==> src/rtl/srov_pkg.sv <==
// Package with shared types and codes for the stable rank block.
package srov_pkg;

  typedef enum logic [1:0] {
    OP_APPEND = 2'd0,
    OP_READ   = 2'd1,
    OP_CLEAR  = 2'd2,
    OP_NONE   = 2'd3
  } op_t;

  typedef enum logic [1:0] {
    ST_OK     = 2'd0,
    ST_FULL   = 2'd1,
    ST_NOLOAD = 2'd2,
    ST_RSVD   = 2'd3
  } status_t;

  typedef struct packed {
    logic [1:0]  op;
    logic [63:0] value;
    logic [7:0]  index;
  } in_word_t;

  typedef struct packed {
    logic [1:0] status;
    logic [7:0] slot;
    logic [7:0] rank;
  } out_word_t;

  // Maps a double bit pattern to an unsigned key with the same numeric order.
  function automatic logic [63:0] order_key(input logic [63:0] bits);
    logic [62:0] mag;
    mag = bits[62:0];
    if (mag > 63'h7FF0000000000000)  return 64'hFFFFFFFFFFFFFFFF;
    else if (mag == 63'd0)           return 64'h8000000000000000;
    else if (bits[63])               return ~bits;
    else                             return {1'b1, bits[62:0]};
  endfunction

endpackage

==> src/rtl/srov_cmp.sv <==
// Shared compare unit: one stored entry against the new key per cycle.
module srov_cmp import srov_pkg::*; #(
  parameter int RW = 12
) (
  input  logic [63:0]   new_key,
  input  logic [63:0]   old_value,
  input  logic [RW-1:0] old_rank,
  output logic          le,
  output logic [RW-1:0] bumped_rank
);
  // A stored value at or below the new one counts; others move up.
  assign le          = order_key(old_value) <= new_key;
  assign bumped_rank = old_rank + RW'(1);
endmodule

==> config.mk <==
export PLATFORM = sky130hd
export DESIGN_NAME = srov_cmp
export DESIGN_NICKNAME = d
export VERILOG_FILES = /design/src/rtl/srov_pkg.sv /design/src/rtl/srov_cmp.sv
export SDC_FILE = /design/constraint.sdc
export NUM_CORES = 1
export LEC_CHECK = 0
export ABC_CLOCK_PERIOD_IN_PS = 3410
export BUFFER_PORTS_ARGS = -buffer_cell sky130_fd_sc_hd__buf_2
export CAP_MARGIN = 20
export CORE_ASPECT_RATIO = 2
export CORE_MARGIN = 1
export CORE_UTILIZATION = 40
export DETAILED_ROUTE_END_ITERATION = 8
export PLACE_DENSITY_LB_ADDON = 0.25
export RECOVER_POWER = 25
export SLEW_MARGIN = 10
export SYNTH_ARGS = -nofsm -noshare
export SYNTH_HDL_FRONTEND = slang
export SYNTH_SLANG_ARGS = --single-unit
==> constraint.sdc <==
create_clock -name vclk -period 3.41
set_input_delay 0 -clock vclk [all_inputs]
set_output_delay 0 -clock vclk [all_outputs]
set_load 0.005 [all_outputs]
; ---- Yosys cells after proc, flatten, opt, wreduce, memory -nomap -nowiden
; Cells that the tools add are included.
[word_totals]
word_cells = 8
out_inout_bits = 13
register_bits = 0
in_bits = 140
[classes]
n_bitwise = 1
n_addsub = 1
magnitude_cmp = 2
reduce_logical = 1
n_mux = 3
[ops]
columns = operator, n
row1 = $mux W64, 3
row2 = $le A64 B64 Y1, 1
row3 = $not A64 Y64, 1
row4 = $gt A63 B63 Y1 const B, 1
row5 = $logic_not A63 Y1, 1
row6 = $add A12 B1 Y12 const B, 1

; ---- Depth between registers and ports, before layout
; Gate-level depths: netlist of run 1.
[depth]
word_depth = 5
depth_mapped = 14
mapped_depth_nobuf = 12

; ---- Worst setup path before layout of run 1
; OpenSTA, ideal clock, no wires.
[synth_timing]
path_kind = input-to-output
startpoint = input port old_value[20]
endpoint = output port le
t_required_ns = 3.410
n_path_buf = 2
cell_stages = 12
t_arrival_ns = 2.561
slack_ns = 0.849
path_cell_list = nor4_1 -> nand4_1 -> nor4_1 -> and4_1 -> buf_6 -> buf_6 -> o21ai_0 -> ha_1 -> nand4_1 -> or4_1 -> or3_1 -> nand3_1
[synth_via]
elab_chain_cells = 5
elab_cells_between_ends = 7
cone_classes = order compare (2) / mux (3) / bitwise (1) / reduce/logical (1)
[synth_lines]
columns = element, line
row1 = from (decl), srov_cmp.sv:6  ; input logic [63:0] old_value,
row2 = "parallel branches: the longest is 3 deep, another holds $gt A63 B63 Y1", -
row3 = $mux W64 *, srov_pkg.sv:34  ; if (mag > 63'h7FF0000000000000) return 64'hFFFFFFFFFFFFFFFF;
row4 = $le A64 B64 Y1 *, srov_cmp.sv:12  ; assign le = order_key(old_value) <= new_key;
row5 = to (decl), srov_cmp.sv:8  ; output logic le,
; Every way passes the cells marked *.

; ---- Worst setup path in the final report of run 1
[layout_timing]
startpoint = input port old_value[9]
endpoint = output port le
; The elaborated chain is that of the path after synthesis.

==> impl_metrics.py, run 1 <==
metrics = {
    "outcome": {
        "status": "finished clean",
    },
    "timing": {
        "relSlewSlack_pct": 55.8,
        "period_minus_slack_ns": 3.22,
        "timing.final.max_slew_violations": 0,
        "finalSetupViolCount": 0,
        "finalCritPeriodShare_pct": 94.4,
        "fmax_mhz": 311,
        "setup_slack_ns": 0.192,
        "final_hold_viol_count": 0,
        "rsz0062_at_grt": "no",
        "tightest_slew_ns": 0.663,
    },
    "setup_path": {
        "cp.arrival_ns": 3.22,
        "crit_path_end_kind": "output port",
        "worst-setup-path-type": "in2out",
        "crit_path_max_fanout": 16,
        "worstPathRequired_ns": 3.41,
        "cp-start-kind": "input port",
    },
    "global_routing": {
        "grt-ovfl-total": 0,
        "grt_usage_pct": 21.5,
        "met3_usage_pct": 1.29,
        "grt_max_degree": 45,
        "grt.busiest_layer": "met2",
        "met1_usage_pct": 22.3,
        "antenna_found_initial": 0,
        "grt_pass1_wl_um": 13700,
        "grt_use_met2_pct": 45.3,
        "grt_pass1_vias": 3308,
    },
    "layout": {
        "synthToLayoutAreaGrowth_pct": 34.3,
        "antennaDiodeCount": 0,
        "regArea_sq_um": 0,
        "seq_cells": 0,
        "nNetsFinal": 795,
        "nFillCells": 776,
        "mostFrequentLayoutCells": "149 x buf_2, 69 x xnor2_1, 67 x inv_1, 65 x ha_1, 63 x o21ai_0",
        "instances_no_fill": 680,
        "final_common_cell": "buf_2",
        "final_area_sq_um": 3970,
        "drive_gt1_share_pct": 31.1,
        "n_clock_buffer": 0,
    },
    "logic_synthesis": {
        "synth_fa_ha_area_share_pct": 27.5,
        "synth_compound_area_share_pct": 21.6,
        "synth-simple-area-share_pct": 15.9,
        "synth_xor_area_share_pct": 21.6,
        "synthMuxAreaShare_pct": 0,
        "syn_nets": 640,
        "synth_top_family_by_area": "adder cells",
        "syn_inst": 435,
        "yosys_warnings": 0,
        "ys_seq_area_share_pct": 0,
        "syn_area_per_cell_sq_um": 6.79,
        "ys_types": 34,
        "netlist_area_sq_um": 2950,
    },
    "power": {
        "p_sw_share_pct": 50.9,
        "irDropWorstVdd_mv": 0.0808,
        "total_power_mw": 0.524,
        "p_leak_nw": 2.09,
        "pwr-share-comb_pct": 100.0,
        "p_switching_mw": 0.267,
        "p_int_mw": 0.257,
        "pwr-share-seq_pct": 0,
        "cellPowerDensity_nw_per_um2": 132,
        "clockPowerShare_pct": 0,
    },
    "place": {
        "placed_cells": 676,
        "placed_area_sq_um": 3850,
        "dp_slack_ns": -0.144,
        "port_buffers": 153,
        "dp_hpwl_um": 7450,
        "gp_congestion": 0.901,
    },
    "routing": {
        "num_vias": 3532,
        "drt-vias-per-instance": 5.19,
        "finalWirelength_um": 8590,
        "remaining_drc_errors": 0,
        "drt_iter0_markers": 74,
        "wl_per_cell_um": 12.6,
        "dr.pass1.iters": 4,
        "drtAntennaViolNets": 0,
    },
    "die": {
        "die_area_sq_um": 7750,
        "start_util_pct": 41.0,
        "die_x_um": 62.8,
        "die_h_um": 124,
        "num_io_pins": 153,
        "core_area_sq_um": 7210,
        "rows": 44,
    },
    "hold_path": {
        "min_to": "bumped_rank[0]",
        "hold_depth": 3,
        "min_path_type": "in2out",
        "hp-start": "old_rank[0]",
    },
    "job": {
        "max_cap_viol_count": 0,
    },
}
==> power groups by stage <==
stage                     clock [mW]  combinational [mW]  sequential [mW]
after CTS                          0               0.516                0
after global placement             0               0.494                0
after detailed placement           0               0.510                0
after floorplan                    0               0.315                0
final                              0               0.524                0
after global routing               0               0.601                0
==> logic make-up after synthesis <==
logic type | after synthesis
buffers and inverters | 88
AO/OA/AOI/OAI | 118
XOR/XNOR | 73
AND/OR/NAND/NOR | 91
adder cells (fa/ha/maj) | 65
==> cells in the mapped netlist (all sizes together), types with 4 or more instances <==
cell type | instances | share of area, %
nor2 | 10 | 1.3
nand2 | 26 | 3.3
xor2 | 4 | 1.2
a21oi | 28 | 4.7
nand3 | 11 | 1.9
nor4 | 18 | 3.8
clkbuf | 12 | 1.8
o21ai | 73 | 12
xnor2 | 69 | 20
inv | 67 | 8.5
ha | 65 | 28
nand4 | 15 | 3.2
buf | 9 | 3.0
a21o | 4 | 1.0
==> metrics by stage <==
step           setup TNS [ns]  utilization [%]  hold slack, ns
3_3_place_gp           -0.109             53.4           0.242
6_report                    0             55.0           0.234
2_1_floorplan               0                -          0.0265
5_1_grt                     0             55.0           0.260
3_5_place_dp           -0.144             53.4           0.251
4_1_cts                     0             53.7           0.252
==> critical path, cell delays in order <==
cell     delay, ns
buf_2         0.12
nor4_2        0.35
nand4_1       0.25
nor4_4        0.32
and4_4        0.34
buf_12        0.14
o21ai_0       0.10
ha_1          0.30
nand4_1       0.13
or4_4         0.56
or3_1         0.38
nand3_1       0.10
buf_2         0.12
==> per-layer routing <==
metal  share of wire (%)  up-vias
met5                   0        -
met1                  38     1584
met2                  55      118
met4                 1.7        0
li1                    -     1818
met3                 4.9       12
==> how the worst max path moves through the flow <==
stage	startpoint	end	cells after the start
2_1_floorplan	old_value[20]	le	12
3_3_place_gp	old_value[15]	le	14
3_5_place_dp	old_value[15]	le	15
4_1_cts	old_value[9]	le	13
5_1_grt	old_value[9]	le	15
6_report	old_value[9]	le	13
==> cell type report <==
type | count | area, sq um | share of cell area, %
Tap cell | 92 | 115 | 2.90
Timing Repair Buffer | 173 | 945 | 23.8
Multi-Input combinational cell | 348 | 2660 | 67.0
Inverter | 67 | 251 | 6.34
==> timing repair <==
action	in CTS	in global routing
pin swaps	1	12
buffers inserted	0	4
resized for setup	4	13
cloned	0	1
hold endpoints to repair	0	0
endpoints found under the setup margin	1	1
hold buffers	0	0
(Power assumes the default switching activity.)
==> run 2: changes to the inputs <==
--- a/config.mk
+++ b/config.mk
@@ -13,7 +13,6 @@
 export CORE_UTILIZATION = 40
 export DETAILED_ROUTE_END_ITERATION = 8
 export PLACE_DENSITY_LB_ADDON = 0.25
-export RECOVER_POWER = 25
 export SLEW_MARGIN = 10
 export SYNTH_ARGS = -nofsm -noshare
 export SYNTH_HDL_FRONTEND = slang
==> run 2 against run 1 <==
Against the previous run:
- combinational power about the same
- flip-flop and latch count unchanged
- final area about the same
- sequential share of layout area unchanged
- global-route usage unchanged
- via count about the same
- critical path depth unchanged
- largest power group unchanged
- largest cell class unchanged
- maximum frequency unchanged
- power about the same
- die area unchanged
- count of clock-buffer cells in the layout unchanged
==> impl_metrics.py, run 2 (synthesis results as in run 1) <==
metrics = {
    "timing": {
        "finalCritPeriodShare_pct": 94.4,
        "fmax_mhz": 311,
        "final_hold_viol_count": 0,
        "tightest_slew_ns": 0.663,
        "timing.final.max_slew_violations": 0,
        "relSlewSlack_pct": 55.8,
        "rsz0062_at_grt": "no",
        "setup_slack_ns": 0.192,
        "period_minus_slack_ns": 3.22,
        "finalSetupViolCount": 0,
    },
    "job": {
        "max_cap_viol_count": 0,
    },
    "place": {
        "gp_congestion": 0.901,
        "dp_slack_ns": -0.144,
        "port_buffers": 153,
        "placed_cells": 676,
        "dp_hpwl_um": 7450,
    },
    "die": {
        "die_area_sq_um": 7750,
        "start_util_pct": 41.0,
        "num_io_pins": 153,
        "rows": 44,
        "die_x_um": 62.8,
        "core_area_sq_um": 7210,
        "die_h_um": 124,
    },
    "outcome": {
        "status": "finished clean",
    },
    "layout": {
        "seq_cells": 0,
        "synthToLayoutAreaGrowth_pct": 34.4,
        "nNetsFinal": 795,
        "final_common_cell": "buf_2",
        "regArea_sq_um": 0,
        "mostFrequentLayoutCells": "152 x buf_2, 69 x xnor2_1, 67 x inv_1, 65 x ha_1, 63 x o21ai_0",
        "instances_no_fill": 680,
        "antennaDiodeCount": 0,
        "drive_gt1_share_pct": 31.5,
        "n_clock_buffer": 0,
    },
    "power": {
        "cellPowerDensity_nw_per_um2": 132,
        "p_leak_nw": 2.10,
        "irDropWorstVdd_mv": 0.0808,
    },
    "routing": {
        "dr.pass1.iters": 4,
        "drtAntennaViolNets": 0,
        "wl_per_cell_um": 12.6,
        "num_vias": 3531,
        "remaining_drc_errors": 0,
        "drt-vias-per-instance": 5.19,
        "drt_iter0_markers": 74,
        "finalWirelength_um": 8590,
    },
    "global_routing": {
        "antenna_found_initial": 0,
        "grt_pass1_vias": 3308,
        "grt-ovfl-total": 0,
        "grt_pass1_wl_um": 13700,
        "grt_max_degree": 45,
        "grt_usage_pct": 21.5,
    },
    "setup_path": {
        "worstPathRequired_ns": 3.41,
        "cp.arrival_ns": 3.22,
        "worst-setup-path-type": "in2out",
        "cp-start-kind": "input port",
        "crit_path_max_fanout": 16,
        "crit_path_end_kind": "output port",
    },
    "cts": {
        "cts_hold_buf": 0,
    },
    "hold_path": {
        "min_path_type": "in2out",
    },
}
-- run 2: repair_timing --
action | in CTS | in global routing
pin swaps | 1 | 12
cloned | 0 | 1
gates resized for setup | 4 | 13
setup buffers | 0 | 4
setup endpoints to repair | 1 | 1
-- run 2: report_power, final --
part,switching (mW),internal [mW]
clock network,0,0
registers,0,0
logic,0.266,0.258
total,0.266,0.258
-- run 2: final timing paths --
check | startpoint | to | slack [ns] | depth (start not counted)
setup / recovery | old_value[9] | le | 0.19 | 13
hold / removal | old_rank[0] | bumped_rank[0] | 0.25 | 3
-- run 2: layout make-up --
type | count | area [sq um]
Multi-Input combinational cell | 348 | 2660
Inverter | 67 | 251
Tap cell | 92 | 115
Fill cell | 774 | 3240
Timing Repair Buffer | 173 | 947
-- run 2: per-stage QoR --
step	power, mW	TNS [ns]	utilization, %	cell area [sq um]	hold slack (ns)
finish	0.524	0	55.1	3970	0.252
global route	0.601	0	55.1	3970	0.275
CTS	0.516	0	53.7	3870	0.252
detailed placement	0.510	-0.144	53.4	3850	0.251
global placement	0.494	-0.109	53.4	3850	0.242
floorplan	0.315	0	-	2950	0.0265
-- run 2: worst max-delay path, stage by stage --
cell and delay, ns:
buf_2 0.12, nor4_2 0.35, nand4_1 0.25, nor4_4 0.32, and4_4 0.34, buf_12 0.14, o21ai_0 0.10, ha_1 0.30
nand4_1 0.13, or4_4 0.56, or3_1 0.38, nand3_1 0.10, buf_2 0.12
-- run 2: metal layers --
metal  vias to the layer above  GRT usage (%)  part of all wire, %
met2                       118           45.3                   55
li1                       1818              -                    -
met4                         0           4.51                  1.7
met3                        12           1.29                  4.9
met5                         -              0                    0
met1                      1583           22.3                   38
==> run 3: changes to the inputs <==
--- a/config.mk
+++ b/config.mk
@@ -12,7 +12,7 @@
 export CORE_MARGIN = 1
 export CORE_UTILIZATION = 40
 export DETAILED_ROUTE_END_ITERATION = 8
-export PLACE_DENSITY_LB_ADDON = 0.25
+export PLACE_DENSITY_LB_ADDON = 0.05
 export SLEW_MARGIN = 10
 export SYNTH_ARGS = -nofsm -noshare
 export SYNTH_HDL_FRONTEND = slang
==> run 3 against run 2 <==
Against the previous run:
- flip-flop and latch count unchanged
- critical path type unchanged
- highest routed layer unchanged
- critical path depth unchanged
- worst hold slack got worse by 0.0025 ns
==> impl_metrics.py, run 3 (synthesis results as in run 1) <==
metrics = {
    "global_routing": {
        "grt_pass1_wl_um": 14500,
        "grt-ovfl-total": 0,
        "grt_pass1_vias": 3401,
        "antenna_found_initial": 0,
        "grt_max_degree": 36,
        "grt_usage_pct": 22.8,
    },
    "routing": {
        "wl_per_cell_um": 13.5,
        "dr.pass1.iters": 6,
        "finalWirelength_um": 9030,
        "drtAntennaViolNets": 0,
        "num_vias": 3497,
        "drt-vias-per-instance": 5.21,
        "remaining_drc_errors": 0,
        "drt_iter0_markers": 127,
    },
    "layout": {
        "fin_util_pct": 54.1,
        "nNetsFinal": 786,
        "synthToLayoutAreaGrowth_pct": 32.1,
        "antennaDiodeCount": 0,
        "regArea_sq_um": 0,
        "final_common_cell": "buf_2",
        "seq_cells": 0,
        "drive_gt1_share_pct": 30.7,
        "nFillCells": 754,
        "n_clock_buffer": 0,
        "mostFrequentLayoutCells": "152 x buf_2, 69 x xnor2_1, 67 x inv_1, 65 x ha_1, 64 x o21ai_0",
    },
    "setup_path": {
        "path_cells": "buf_2 > nor4_2 > nand4_1 > nor4_4 > and4_4 > buf_4 > o21ai_0 > ha_1 > nand4_1 > or4_1 > or3_1 > nand3_1 > buf_2",
        "crit_path_max_fanout": 12,
        "cp-start-kind": "input port",
        "crit_buf_inv": 3,
        "crit_path_end_kind": "output port",
        "cp_top_family": "simple AND/OR/NAND/NOR gates",
        "cp.arrival_ns": 3.23,
        "worstPathRequired_ns": 3.41,
        "worst-setup-path-type": "in2out",
        "slowest_stage": "or4_1",
        "crit_cells": 13,
        "cp_slowest_stage_delay_ns": 0.56,
    },
    "power": {
        "p_leak_nw": 2.05,
        "total_power_mw": 0.516,
        "cellPowerDensity_nw_per_um2": 132,
        "irDropWorstVdd_mv": 0.0854,
    },
    "timing": {
        "finalCritPeriodShare_pct": 94.8,
        "timing.final.max_slew_violations": 0,
        "fmax_mhz": 309,
        "final_hold_viol_count": 0,
        "hold_ws_ns": 0.249,
        "tightest_slew_ns": 0.590,
        "finalSetupViolCount": 0,
        "relSlewSlack_pct": 60.3,
        "period_minus_slack_ns": 3.23,
    },
    "die": {
        "num_io_pins": 153,
        "die_h_um": 124,
        "die_area_sq_um": 7750,
        "start_util_pct": 41.0,
        "core_area_sq_um": 7210,
        "rows": 44,
        "die_x_um": 62.8,
    },
    "hold_path": {
        "min_path_type": "in2out",
        "hold_depth": 3,
    },
    "place": {
        "gp_congestion": 0.838,
        "dp_hpwl_um": 7790,
        "port_buffers": 153,
    },
    "job": {
        "max_cap_viol_count": 0,
    },
    "outcome": {
        "status": "finished clean",
    },
}
## run 3: changes by cell type in the layout (fill, tap and decap cells not counted), sizes merged
| cell | change |
|---|---|
| buf | -9 |
## run 3: final timing paths
check	from	end	slack [ns]
max	old_value[31]	le	0.18
min	old_rank[0]	bumped_rank[0]	0.25
## run 3: timing repair
item / in CTS / in global routing
gates resized for setup: 0 / 17
setup endpoints to repair: 0 / 1
hold buffers: 0 / 0
buffers inserted: 0 / 0
## run 3: power by group
| group | switching, mW | internal, mW | total (mW) |
|---|---|---|---|
| sequential | 0 | 0 | 0 |
| clock | 0 | 0 | 0 |
| combinational | 0.267 | 0.249 | 0.516 |
## run 3: layout make-up
class,instances,area (sq um),area share (%)
multi-input cells,348,2670,68.5
repair buffers,164,863,22.1
inverters,67,251,6.45
well taps,92,115,2.95
## run 3: metrics by stage
stage               setup WS, ns  area, sq um  cells  setup TNS [ns]
floorplan                  0.849         2950    435               0
detailed placement        0.0142         3790    670               0
global placement          0.0484         3790    670               0
CTS                      0.00123         3790    670               0
finish                     0.177         3900    671               0
global route             -0.0170         3900    671         -0.0170
## run 3: worst min-delay path: stages
cell and delay [ns]:
buf_2 0.10, inv_1 0.04, buf_2 0.11
## run 3: routing by layer
| layer | global-route usage (%) | vias up | routed length [um] |
|---|---|---|---|
| li1 | - | 1805 | - |
| met1 | 23.3 | 1577 | 3350 |
| met2 | 48.8 | 105 | 5170 |
| met3 | 1.48 | 10 | 350 |
| met4 | 4.51 | 0 | 165 |
| met5 | 0 | - | 0 |
